### config.mk
export PLATFORM = sky130hd
export DESIGN_NAME = fat16_boot_sector_parser
export DESIGN_NICKNAME = d
export VERILOG_FILES = /design/src/rtl/fbs_pkg.sv /design/src/rtl/fbs_parse.sv /design/src/rtl/fbs_geom.sv /design/src/rtl/fat16_boot_sector_parser.sv
export SDC_FILE = /design/constraint.sdc
export NUM_CORES = 1
export LEC_CHECK = 0
export ABC_CLOCK_PERIOD_IN_PS = 14900
export BUFFER_PORTS_ARGS = -buffer_cell sky130_fd_sc_hd__buf_2
export CAP_MARGIN = 20
export CORE_UTILIZATION = 50
export CTS_BUF_LIST = sky130_fd_sc_hd__clkbuf_2 sky130_fd_sc_hd__clkbuf_4 sky130_fd_sc_hd__clkbuf_8
export CTS_CLUSTER_SIZE = 16
export DETAILED_ROUTE_END_ITERATION = 6
export PLACE_DENSITY = 0.74
export SLEW_MARGIN = 20
export SYNTH_ARGS = -nofsm -noshare
export SYNTH_HDL_FRONTEND = slang
export SYNTH_HIERARCHICAL = 1
export SYNTH_SLANG_ARGS = --single-unit
### constraint.sdc
create_clock -name clk -period 14.9 [get_ports clk]
set_input_delay 0.745 -clock clk [delete_from_list [all_inputs] [get_ports clk]]
set_output_delay 0.745 -clock clk [all_outputs]
set_load 0.01 [all_outputs]
### src/rtl/fbs_pkg.sv
package fbs_pkg;

  // result status, first failing check wins
  typedef enum logic [2:0] {
    ST_OK             = 3'd0,
    ST_BAD_SECTOR_SIZE = 3'd1,
    ST_BAD_CLUSTER    = 3'd2,
    ST_SMALL_SIZE_SET = 3'd3,
    ST_BAD_MEDIA      = 3'd4
  } status_t;

  // byte offsets inside the boot sector that the parser cares about
  localparam int OFS_W = 5;
  localparam logic [OFS_W-1:0] OFS_BPS_LO    = 5'h0B;
  localparam logic [OFS_W-1:0] OFS_BPS_HI    = 5'h0C;
  localparam logic [OFS_W-1:0] OFS_SPC       = 5'h0D;
  localparam logic [OFS_W-1:0] OFS_RSV_LO    = 5'h0E;
  localparam logic [OFS_W-1:0] OFS_RSV_HI    = 5'h0F;
  localparam logic [OFS_W-1:0] OFS_NFATS     = 5'h10;
  localparam logic [OFS_W-1:0] OFS_ROOT_LO   = 5'h11;
  localparam logic [OFS_W-1:0] OFS_ROOT_HI   = 5'h12;
  localparam logic [OFS_W-1:0] OFS_TOT16_LO  = 5'h13;
  localparam logic [OFS_W-1:0] OFS_TOT16_HI  = 5'h14;
  localparam logic [OFS_W-1:0] OFS_MEDIA     = 5'h15;
  localparam logic [OFS_W-1:0] OFS_SPF_LO    = 5'h16;
  localparam logic [OFS_W-1:0] OFS_SPF_HI    = 5'h17;

  localparam logic [15:0] SECTOR_BYTES = 16'd512;
  localparam logic [7:0]  MEDIA_FIXED  = 8'hF8;

  // root entries / 16 minus two clusters, signed
  localparam int ADJ_W = 14;

  // request handed from the parse stage to the geometry stage
  typedef struct packed {
    status_t                   status;
    logic [32:0]               fat_lba;
    logic [23:0]               fat_span;
    logic signed [ADJ_W-1:0]   base_adj;
    logic [7:0]                spc;
    logic [7:0]                copies;
    logic [15:0]               root_entries;
    logic [15:0]               spf;
  } geom_req_t;

endpackage

### src/rtl/fbs_parse.sv
module fbs_parse (
  input  logic                clk,
  input  logic                rst_n,
  input  logic                in_valid,
  output logic                in_stall,
  input  logic [7:0]          in_data_byte,
  input  logic                in_first_byte,
  input  logic [31:0]         partition_start,
  output logic                req_valid,
  input  logic                req_ready,
  output fbs_pkg::geom_req_t  req
);

  // input register
  logic       s1_valid_r, s1_valid_nxt;
  logic [7:0] s1_byte_r;
  logic       s1_first_r;

  // parse state
  logic [fbs_pkg::OFS_W-1:0] offset_r, offset_nxt;
  logic                      done_r, done_nxt;
  logic [7:0]                hold_r, hold_nxt;
  fbs_pkg::status_t          err_r, err_nxt;
  logic [7:0]                spc_r, spc_nxt;
  logic [15:0]               rsv_r, rsv_nxt;
  logic [7:0]                copies_r, copies_nxt;
  logic [15:0]               roots_r, roots_nxt;

  // request register
  logic                 req_valid_r, req_valid_nxt;
  fbs_pkg::geom_req_t   req_r, req_nxt;

  logic                      eff_done;
  logic [fbs_pkg::OFS_W-1:0] eff_offset;
  fbs_pkg::status_t          eff_err;
  logic [15:0]               word;
  logic                      emit;
  logic                      s1_move;
  logic                      in_take;

  // first byte restarts at offset 0 with a clean error
  assign eff_done   = s1_first_r ? 1'b0 : done_r;
  assign eff_offset = s1_first_r ? '0 : offset_r;
  assign eff_err    = s1_first_r ? fbs_pkg::ST_OK : err_r;
  assign word       = {s1_byte_r, hold_r};
  assign emit       = !eff_done && (eff_offset == fbs_pkg::OFS_SPF_HI);

  assign s1_move  = s1_valid_r && (!emit || !req_valid_r || req_ready);
  assign in_stall = s1_valid_r && !s1_move;
  assign in_take  = in_valid && !in_stall;

  always_comb begin
    s1_valid_nxt = s1_valid_r;
    if (in_take) begin
      s1_valid_nxt = 1'b1;
    end else if (s1_move) begin
      s1_valid_nxt = 1'b0;
    end
  end

  always_comb begin
    offset_nxt = eff_offset;
    done_nxt   = eff_done;
    hold_nxt   = hold_r;
    err_nxt    = eff_err;
    spc_nxt    = spc_r;
    rsv_nxt    = rsv_r;
    copies_nxt = copies_r;
    roots_nxt  = roots_r;
    if (!eff_done) begin
      unique case (eff_offset) inside
        fbs_pkg::OFS_BPS_LO, fbs_pkg::OFS_RSV_LO, fbs_pkg::OFS_ROOT_LO,
        fbs_pkg::OFS_TOT16_LO, fbs_pkg::OFS_SPF_LO: begin
          hold_nxt = s1_byte_r;
        end
        fbs_pkg::OFS_BPS_HI: begin
          if (word != fbs_pkg::SECTOR_BYTES && eff_err == fbs_pkg::ST_OK) begin
            err_nxt = fbs_pkg::ST_BAD_SECTOR_SIZE;
          end
        end
        fbs_pkg::OFS_SPC: begin
          spc_nxt = s1_byte_r;
          if ((s1_byte_r == 8'd0 || s1_byte_r[0]) && eff_err == fbs_pkg::ST_OK) begin
            err_nxt = fbs_pkg::ST_BAD_CLUSTER;
          end
        end
        fbs_pkg::OFS_RSV_HI: begin
          rsv_nxt = word;
        end
        fbs_pkg::OFS_NFATS: begin
          copies_nxt = s1_byte_r;
        end
        fbs_pkg::OFS_ROOT_HI: begin
          roots_nxt = word;
        end
        fbs_pkg::OFS_TOT16_HI: begin
          if (word != 16'd0 && eff_err == fbs_pkg::ST_OK) begin
            err_nxt = fbs_pkg::ST_SMALL_SIZE_SET;
          end
        end
        fbs_pkg::OFS_MEDIA: begin
          if (s1_byte_r != fbs_pkg::MEDIA_FIXED && eff_err == fbs_pkg::ST_OK) begin
            err_nxt = fbs_pkg::ST_BAD_MEDIA;
          end
        end
        default: begin
        end
      endcase
      if (eff_offset == fbs_pkg::OFS_SPF_HI) begin
        done_nxt = 1'b1;
      end else begin
        offset_nxt = eff_offset + 1'b1;
      end
    end
  end

  // geometry terms that are ready at the last byte
  always_comb begin
    req_nxt.status       = eff_err;
    req_nxt.fat_lba      = {1'b0, partition_start} + {17'd0, rsv_r};
    req_nxt.fat_span     = {16'd0, copies_r} * {8'd0, word};
    req_nxt.base_adj     = $signed({2'b00, roots_r[15:4]})
                           - $signed({5'd0, spc_r, 1'b0});
    req_nxt.spc          = spc_r;
    req_nxt.copies       = copies_r;
    req_nxt.root_entries = roots_r;
    req_nxt.spf          = word;
  end

  always_comb begin
    req_valid_nxt = req_valid_r;
    if (s1_move && emit) begin
      req_valid_nxt = 1'b1;
    end else if (req_ready) begin
      req_valid_nxt = 1'b0;
    end
  end

  always_ff @(posedge clk) begin
    if (!rst_n) begin
      s1_valid_r  <= 1'b0;
      req_valid_r <= 1'b0;
      offset_r    <= '0;
      done_r      <= 1'b1;
      hold_r      <= '0;
      err_r       <= fbs_pkg::ST_OK;
      spc_r       <= '0;
      rsv_r       <= '0;
      copies_r    <= '0;
      roots_r     <= '0;
    end else begin
      s1_valid_r  <= s1_valid_nxt;
      req_valid_r <= req_valid_nxt;
      if (s1_move) begin
        offset_r <= offset_nxt;
        done_r   <= done_nxt;
        hold_r   <= hold_nxt;
        err_r    <= err_nxt;
        spc_r    <= spc_nxt;
        rsv_r    <= rsv_nxt;
        copies_r <= copies_nxt;
        roots_r  <= roots_nxt;
      end
    end
  end

  always_ff @(posedge clk) begin
    if (in_take) begin
      s1_byte_r  <= in_data_byte;
      s1_first_r <= in_first_byte;
    end
    if (s1_move && emit) begin
      req_r <= req_nxt;
    end
  end

  assign req_valid = req_valid_r;
  assign req       = req_r;

  // a request only leaves the parser together with parse completion at byte 0x17
  a_req_sets_done: assert property (@(posedge clk) disable iff (!rst_n)
    $rose(req_valid_r) |-> done_r)
    else $error("request issued without parse completion");

  // parsing only restarts from a first byte
  a_restart_on_first: assert property (@(posedge clk) disable iff (!rst_n)
    $fell(done_r) |-> $past(s1_first_r))
    else $error("parse restarted without first byte");

endmodule

### src/rtl/fbs_geom.sv
module fbs_geom (
  input  logic                clk,
  input  logic                rst_n,
  input  logic                req_valid,
  output logic                req_ready,
  input  fbs_pkg::geom_req_t  req,
  output logic                out_valid,
  input  logic                out_stall,
  output logic [2:0]          out_status,
  output logic [32:0]         out_fat_start_sector,
  output logic [32:0]         out_root_start_sector,
  output logic signed [33:0]  out_cluster_base_sector,
  output logic [7:0]          out_sectors_per_cluster,
  output logic [7:0]          out_fat_copies,
  output logic [15:0]         out_root_entry_count,
  output logic [15:0]         out_sectors_per_fat,
  output logic [11:0]         out_entries_per_cluster
);

  logic               valid_r, valid_nxt;
  logic [2:0]         status_r;
  logic [32:0]        fat_r, root_r;
  logic signed [33:0] base_r;
  logic [7:0]         spc_r, copies_r;
  logic [15:0]        roots_r, spf_r;
  logic [11:0]        epc_r;

  logic        ok;
  logic        take;
  logic [32:0] root_sum;
  logic [33:0] base_sum;

  assign req_ready = !valid_r || !out_stall;
  assign take      = req_valid && req_ready;
  assign ok        = (req.status == fbs_pkg::ST_OK);

  assign root_sum = req.fat_lba + {9'd0, req.fat_span};
  assign base_sum = {1'b0, root_sum}
                    + {{(34 - fbs_pkg::ADJ_W){req.base_adj[fbs_pkg::ADJ_W-1]}}, req.base_adj};

  always_comb begin
    valid_nxt = valid_r;
    if (take) begin
      valid_nxt = 1'b1;
    end else if (!out_stall) begin
      valid_nxt = 1'b0;
    end
  end

  always_ff @(posedge clk) begin
    if (!rst_n) begin
      valid_r <= 1'b0;
    end else begin
      valid_r <= valid_nxt;
    end
  end

  // failed checks report zeros in every geometry field
  always_ff @(posedge clk) begin
    if (take) begin
      status_r <= req.status;
      fat_r    <= ok ? req.fat_lba : '0;
      root_r   <= ok ? root_sum : '0;
      base_r   <= ok ? $signed(base_sum) : '0;
      spc_r    <= ok ? req.spc : '0;
      copies_r <= ok ? req.copies : '0;
      roots_r  <= ok ? req.root_entries : '0;
      spf_r    <= ok ? req.spf : '0;
      epc_r    <= ok ? {req.spc, 4'd0} : '0;
    end
  end

  assign out_valid               = valid_r;
  assign out_status              = status_r;
  assign out_fat_start_sector    = fat_r;
  assign out_root_start_sector   = root_r;
  assign out_cluster_base_sector = base_r;
  assign out_sectors_per_cluster = spc_r;
  assign out_fat_copies          = copies_r;
  assign out_root_entry_count    = roots_r;
  assign out_sectors_per_fat     = spf_r;
  assign out_entries_per_cluster = epc_r;

  a_err_zero_fields: assert property (@(posedge clk) disable iff (!rst_n)
    valid_r && status_r != fbs_pkg::ST_OK |-> fat_r == '0 && root_r == '0 && spf_r == '0)
    else $error("geometry not cleared on failed check");

  a_epc_match: assert property (@(posedge clk) disable iff (!rst_n)
    valid_r |-> epc_r == {spc_r, 4'd0})
    else $error("entries per cluster mismatch");

endmodule

### src/rtl/fat16_boot_sector_parser.sv
// FAT16 boot sector parser: feed the 512 bytes of a boot sector one per request on the in_
// channel, with in_first_byte set on the byte at offset 0 (it restarts parsing at any time).
// Bytes 0x0B..0x17 are captured and checked; one result request appears on the out_ channel
// after byte 0x17, carrying the first failing check as out_status or, on success, the FAT,
// root directory and cluster base sectors offset by partition_start. Bytes after 0x17 and
// bytes before the first first_byte after reset give no result. One byte is taken per clock
// unless in_stall is high; a byte passes the input register, the request register and the
// output register before out_valid rises. The input only stalls when byte 0x17 waits in the
// input register while the request and output registers both still hold results under
// out_stall. partition_start is written on the cfg_ channel, always ready, and should only
// change while no sector is being parsed.
module fat16_boot_sector_parser (
  input  logic               clk,
  input  logic               rst_n,
  // byte channel
  input  logic               in_valid,
  output logic               in_stall,
  input  logic [7:0]         in_data_byte,
  input  logic               in_first_byte,
  // result channel
  output logic               out_valid,
  input  logic               out_stall,
  output logic [2:0]         out_status,
  output logic [32:0]        out_fat_start_sector,
  output logic [32:0]        out_root_start_sector,
  output logic signed [33:0] out_cluster_base_sector,
  output logic [7:0]         out_sectors_per_cluster,
  output logic [7:0]         out_fat_copies,
  output logic [15:0]        out_root_entry_count,
  output logic [15:0]        out_sectors_per_fat,
  output logic [11:0]        out_entries_per_cluster,
  // configuration write channel
  input  logic               cfg_valid,
  output logic               cfg_ready,
  input  logic [31:0]        cfg_partition_start
);

  // partition start sector, added to every computed position
  logic [31:0] part_start_r;

  logic               req_valid;
  logic               req_ready;
  fbs_pkg::geom_req_t req;

  // register write never stalls
  assign cfg_ready = 1'b1;

  always_ff @(posedge clk) begin
    if (!rst_n) begin
      part_start_r <= '0;
    end else if (cfg_valid && cfg_ready) begin
      part_start_r <= cfg_partition_start;
    end
  end

  // byte capture, field checks, fat start and fat span product
  fbs_parse u_parse (
    .clk             (clk),
    .rst_n           (rst_n),
    .in_valid        (in_valid),
    .in_stall        (in_stall),
    .in_data_byte    (in_data_byte),
    .in_first_byte   (in_first_byte),
    .partition_start (part_start_r),
    .req_valid       (req_valid),
    .req_ready       (req_ready),
    .req             (req)
  );

  // root and cluster base sums into the output register
  fbs_geom u_geom (
    .clk                     (clk),
    .rst_n                   (rst_n),
    .req_valid               (req_valid),
    .req_ready               (req_ready),
    .req                     (req),
    .out_valid               (out_valid),
    .out_stall               (out_stall),
    .out_status              (out_status),
    .out_fat_start_sector    (out_fat_start_sector),
    .out_root_start_sector   (out_root_start_sector),
    .out_cluster_base_sector (out_cluster_base_sector),
    .out_sectors_per_cluster (out_sectors_per_cluster),
    .out_fat_copies          (out_fat_copies),
    .out_root_entry_count    (out_root_entry_count),
    .out_sectors_per_fat     (out_sectors_per_fat),
    .out_entries_per_cluster (out_entries_per_cluster)
  );

  // status codes above bad media are never produced
  a_status_range: assert property (@(posedge clk) disable iff (!rst_n)
    out_valid |-> out_status <= fbs_pkg::ST_BAD_MEDIA)
    else $error("result status out of range");

endmodule

After elaboration in Yosys (flattened, before gate mapping)
Index checks and enable logic that the tools add are counted.
Word-level totals
  output and inout port bits: 166
  flip-flop bits (word level): 386
Cells by class
  multiplexer cells: 19
  reduce and logical (&&, ||, !) cells: 33
  eq/ne operators: 16
  bitwise operators: 1
  add/sub/neg operators: 5
  multipliers: 1
Operator list (number)
  5-bit == test (second input constant): 8
  33-bit by 34-bit adder with 34-bit output: 1
  32-bit by 16-bit adder with 33-bit output: 1
  33-bit by 24-bit adder with 33-bit output: 1
  5-bit by 4-bit == test with 1-bit output (second input constant): 5
  8-bit by 16-bit multiplier with 24-bit output: 1
  3-bit 2-to-1 mux: 6
  16-bit by 10-bit != test with 1-bit output (second input constant): 1
  16-bit nonzero test: 1
  5-bit 2-to-1 mux: 3
  3-bit AND reduction: 5
  12-bit by 9-bit subtractor with 13-bit output: 1
  3-bit case mux with 4 select lines: 1
  1-bit logical AND: 10
  1-bit 2-to-1 mux: 9
  8-bit logical NOT: 1
  8-bit != test (second input constant): 1
  1-bit logical NOT: 7
  3-bit logical NOT: 2
  5-bit by 1-bit adder with 5-bit output (second input constant): 1
  5-bit OR reduction: 1
  1-bit logical OR: 4
  2-bit nonzero test: 2
  2-bit by 1-bit != test with 1-bit output (second input constant): 1
  1-bit NOT: 1

Longest topological paths before layout
  depth in word-level cells: 12
  gate-level depth with buffers: 20
  mapped depth without buffers: 20

Modules after synthesis
Netlist, hierarchy kept.
By module, submodules not included
  fbs_parse: instances 1, area each 12520.8 µm², cells an instance 1160, sequential area each 5215.0 µm²
  fbs_geom: instances 1, area each 8991.1 µm², cells an instance 803, sequential area each 4554.4 µm²
  fat16_boot_sector_parser: instances 1, area each 1255.0 µm², cells an instance 105, sequential area each 640.6 µm²

Least setup slack after synthesis
No wires, ideal clock.
  path kind: register to register
  start: register u_parse.s1_first_r
  end: register u_parse.req_r (netlist bit u_parse/req[0]), enable pin
  stages on the path, launching flop included: 8
  arrival: 6.543 ns
  path buffers: 0
  path slack: 7.756 ns
  cell sequence: edfxtp_1 clkinv_1 nand2_1 inv_1 ha_1 nand4bb_4 or2_2 nor2_1
Between the ends
  cells in the longest elaborated chain, start to end: 8
  elaborated cells between the ends (all ways): 10
Ends and longest elaborated chain
  start, declared: line fbs_parse.sv:17  | logic s1_first_r;
  start signal, assigned: line fbs_parse.sv:170  | s1_first_r <= in_first_byte;
  5-bit 2-to-1 mux or 1-bit 2-to-1 mux (tied branches): line fbs_parse.sv:43, fbs_parse.sv:42
  5-bit == test or 1-bit logical NOT (tied branches): line fbs_parse.sv:46  | assign emit = !eff_done && (eff_offset == fbs_pkg::OFS_SPF_HI);
  1-bit logical AND (*): line fbs_parse.sv:46
  1-bit logical NOT: line fbs_parse.sv:48  | assign s1_move = s1_valid_r && (!emit || !req_valid_r || req_ready);
  1-bit logical OR (2 in a row): line fbs_parse.sv:48
  1-bit logical AND: line fbs_parse.sv:48
  1-bit logical AND (*): line fbs_parse.sv:172  | if (s1_move && emit) begin
  end signal, assigned: line fbs_parse.sv:173  | req_r <= req_nxt;
  end, declared: line fbs_parse.sv:31  | fbs_pkg::geom_req_t req_r, req_nxt;
Every way passes the cells marked *; elsewhere a longest branch is shown, timed or not.
A chain may end at the register's enable or synchronous reset.

==> summary.txt <==
Status
  • Status: complete, no violations

Worst setup path
  • Req. time, crit path: between 15 and 20 ns
  • Critical Setup Path Class: reg -> reg
  • CP max FO: 18
  • Critical path startpoint category: flip-flop
  • Critical path endpoint category: flip-flop
  • Worst Path Arrival: roughly 5.6 ns
  • R2R Path Start: u_parse/copies_r[3]
  • Worst-case reg-to-reg path depth: 14
  • Worst setup startpoint: u_parse/copies_r[3]

Placed design
  • Placed Area: roughly 24000 sq um
  • Final HPWL DP: between 30 and 40 mm
  • Port Buffer Count: just over 200
  • Placer Congestion: 0.895

STA
  • Tmin final: a little over 5 ns
  • Worst-margin pin slew: around 1.1 ns
  • # setup viols final: 0
  • Post-route clock period utilization: 0.348
  • Fin Hold WS: between 0.2 and 0.3 ns
  • Rel. slew slack: 0.250
  • Max frequency: around 0.19 GHz
  • Slew Viols, Final: 0
  • Setup TNS: 0 ns
  • Skew final: around 0.033 ns
  • Final Hold Viols: 0
  • RSZ-0062 raised after global routing: no

Routing
  • Post-Route WL: about 52 mm
  • Post-DRT Antenna Nets: 0
  • Number of detailed-route iterations in the first pass: 6
  • Residual DRC: 0
  • Starting DRC count in detailed routing: 1069
  • Wirelength per Cell: 18.2 um
  • Vias after detailed routing: 15800
  • Vias per cell: between 5 and 6

Finish
  • Final core occ: 0.570
  • Fin area: roughly 25000 sq um
  • Layout cells sized above 1: 0.160
  • Synth-to-Final Area Change: 11.6%
  • Most frequent cells in the layout: 280 x edfxtp_1, 227 x and2_1, 206 x buf_2
  • Nets: between 2000 and 3000
  • Commonest non-fill, non-tap cell in the layout: edfxtp_1

Clocking
  • Post-CTS Setup Bufs: 0
  • CTS max path bufs: 3
  • Number of clock sinks: 380
  • TritonCTS buffer count: 60
  • PostCTS Resize Cnt: 0
  • H-tree Lvls: 2
  • Clk Latency, worst-skew pair: around 0.68 ns
  • Root buffer cell: clkbuf_8
  • # hold bufs at CTS: 0
  • CTS tree: done
  • Worst-path clk slew: 0.06 ns

GRT
  • Total gr overflow: 0
  • First-pass GRT wire length: 83.7 mm
  • Initial antenna violation count: 1
  • Largest net degree at the start of global routing: approximately 110
  • Vias in the first global route: 15800
  • Gr usage total: 0.227

Die
  • Initial Util: 0.510
  • Die ar.: ~46000 sq um
  • DIE HEIGHT: ~220 um
  • IO Pins: 212
  • Std cell rows: 77
  • Die width: 215 um
  • Core ar.: around 45000 sq um

Synth
  • Largest area contributor in the netlist: edfxtp_1
  • Synthesis Warnings: 6
  • Top cells by area, synth: edfxtp_1 37%, dfxtp_1 8.8%, fa_1 7.7%, ha_1 7.1%, and2_1 6.3%
  • Synthesized area: 22800 sq um
  • Number of flops mapped to enable cells by yosys: 280
  • Avg Cell Area, Syn: 11.0 sq um
  • Area fraction of the dominant cell type after synthesis: 0.369
  • Netlist cell types: 92
  • Yosys reg bits: 380
  • Register area share after synthesis: 0.457
  • Ys flop type: edfxtp_1
  • Mapped Cells: between 2000 and 2500
  • Async S/R FF share, synth: 0

Power
  • Leak: ~0.011 uW
  • PwrDens: about 85 nW/um^2
  • Worst VDD drop: 73.3 uV

Worst hold path
  • Hold path startpoint: in_data_byte[7]
  • Hold Path Depth: 1
  • Hold Path Class: in -> reg

Job
  • Max Cap Viol: 0
==> worst max-delay path: stages (launching register included) <==
cell	delay, ns
dfxtp_1	0.71
and2_1	0.24
fa_1	0.43
fa_1	0.48
fa_1	0.56
inv_1	0.06
fa_1	0.52
inv_1	0.04
ha_1	0.36
a211o_1	0.32
o211ai_1	0.14
a31oi_1	0.24
a221o_1	0.47
a31oi_1	0.25
xnor2_1	0.09
==> final timing paths <==
check                         end  slack [ns]
max               u_parse/req[85]        9.72
min          u_parse/s1_byte_r[7]        0.26
max reg2reg       u_parse/req[85]        9.72
min reg2reg       u_parse/req[16]        0.44
==> sequential cells by signal (all words and copies together) (netlist names), 5 cells and up <==
name                            cells
part_start_r                       32
u_geom/out_cluster_base_sector     34
u_geom/out_entries_per_cluster      8
u_geom/out_fat_copies               8
u_geom/out_fat_start_sector        33
u_geom/out_root_entry_count        16
u_geom/out_root_start_sector       33
u_geom/out_sectors_per_fat         16
u_parse/copies_r                    8
u_parse/hold_r                      8
u_parse/offset_r                    5
u_parse/req                       120
u_parse/roots_r                    16
u_parse/rsv_r                      16
u_parse/s1_byte_r                   8
u_parse/spc_r                       8
==> per-stage QoR <==
| step | power, uW | setup WS [ns] | std cells |
|---|---|---|---|
| 5_1_grt | 2220 | 9.54 | 2885 |
| 3_3_place_gp | 1220 | 9.90 | 2772 |
| 3_5_place_dp | 1220 | 9.78 | 2772 |
| 6_report | 2150 | 9.72 | 2886 |
| 2_1_floorplan | 1200 | 7.76 | 2071 |
| 4_1_cts | 2170 | 9.78 | 2885 |
==> area by class of cell <==
| cell class | count | area [sq um] |
|---|---|---|
| multi-input combinational | 1441 | 11300 |
| clock buffer | 88 | 1100 |
| timing repair buffer | 216 | 1110 |
| clock inverter | 25 | 215 |
| inverter | 143 | 537 |
| fill | 3733 | 19200 |
| sequential | 380 | 10400 |
| tap | 592 | 741 |
| antenna | 1 | 2.50 |
==> cell families after synthesis <==
| logic type | share of synthesized area |
|---|---|
| AOI/OAI and AO/OA | 0.109 |
| adders and majority gates | 0.149 |
| buffers and inverters | 0.0480 |
| DFF | 0.457 |
| muxes | 0.0309 |
| other | 0.000330 |
| xor gates and xnor gates | 0.0423 |
| and+or+nand+nor | 0.163 |
==> Yosys cell counts, types with 68 or more instances <==
library cell / count
dfxtp_1: 100
inv_1: 140
fa_1: 88
nand2_1: 115
edfxtp_1: 280
a21oi_1: 108
nor2_1: 109
nor2b_1: 76
and2_1: 228
ha_1: 130
clkbuf_1: 73
mux2i_1: 68
==> power by group <==
part | switching, uW | leakage, uW | internal (uW)
sequential | 17.1 | 0.00344 | 1130
clock | 419 | 0.000701 | 532
combinational | 29.6 | 0.00684 | 22.8
==> per-layer routing <==
layer | track usage | wire length (um) | vias up
met5 | 0 | 0 | -
met4 | 0.0775 | 1450 | 0
met3 | 0.0397 | 3020 | 95
met2 | 0.370 | 24500 | 506
met1 | 0.307 | 23500 | 7660
li1 | - | - | 7566
(Power assumes the default switching activity.)
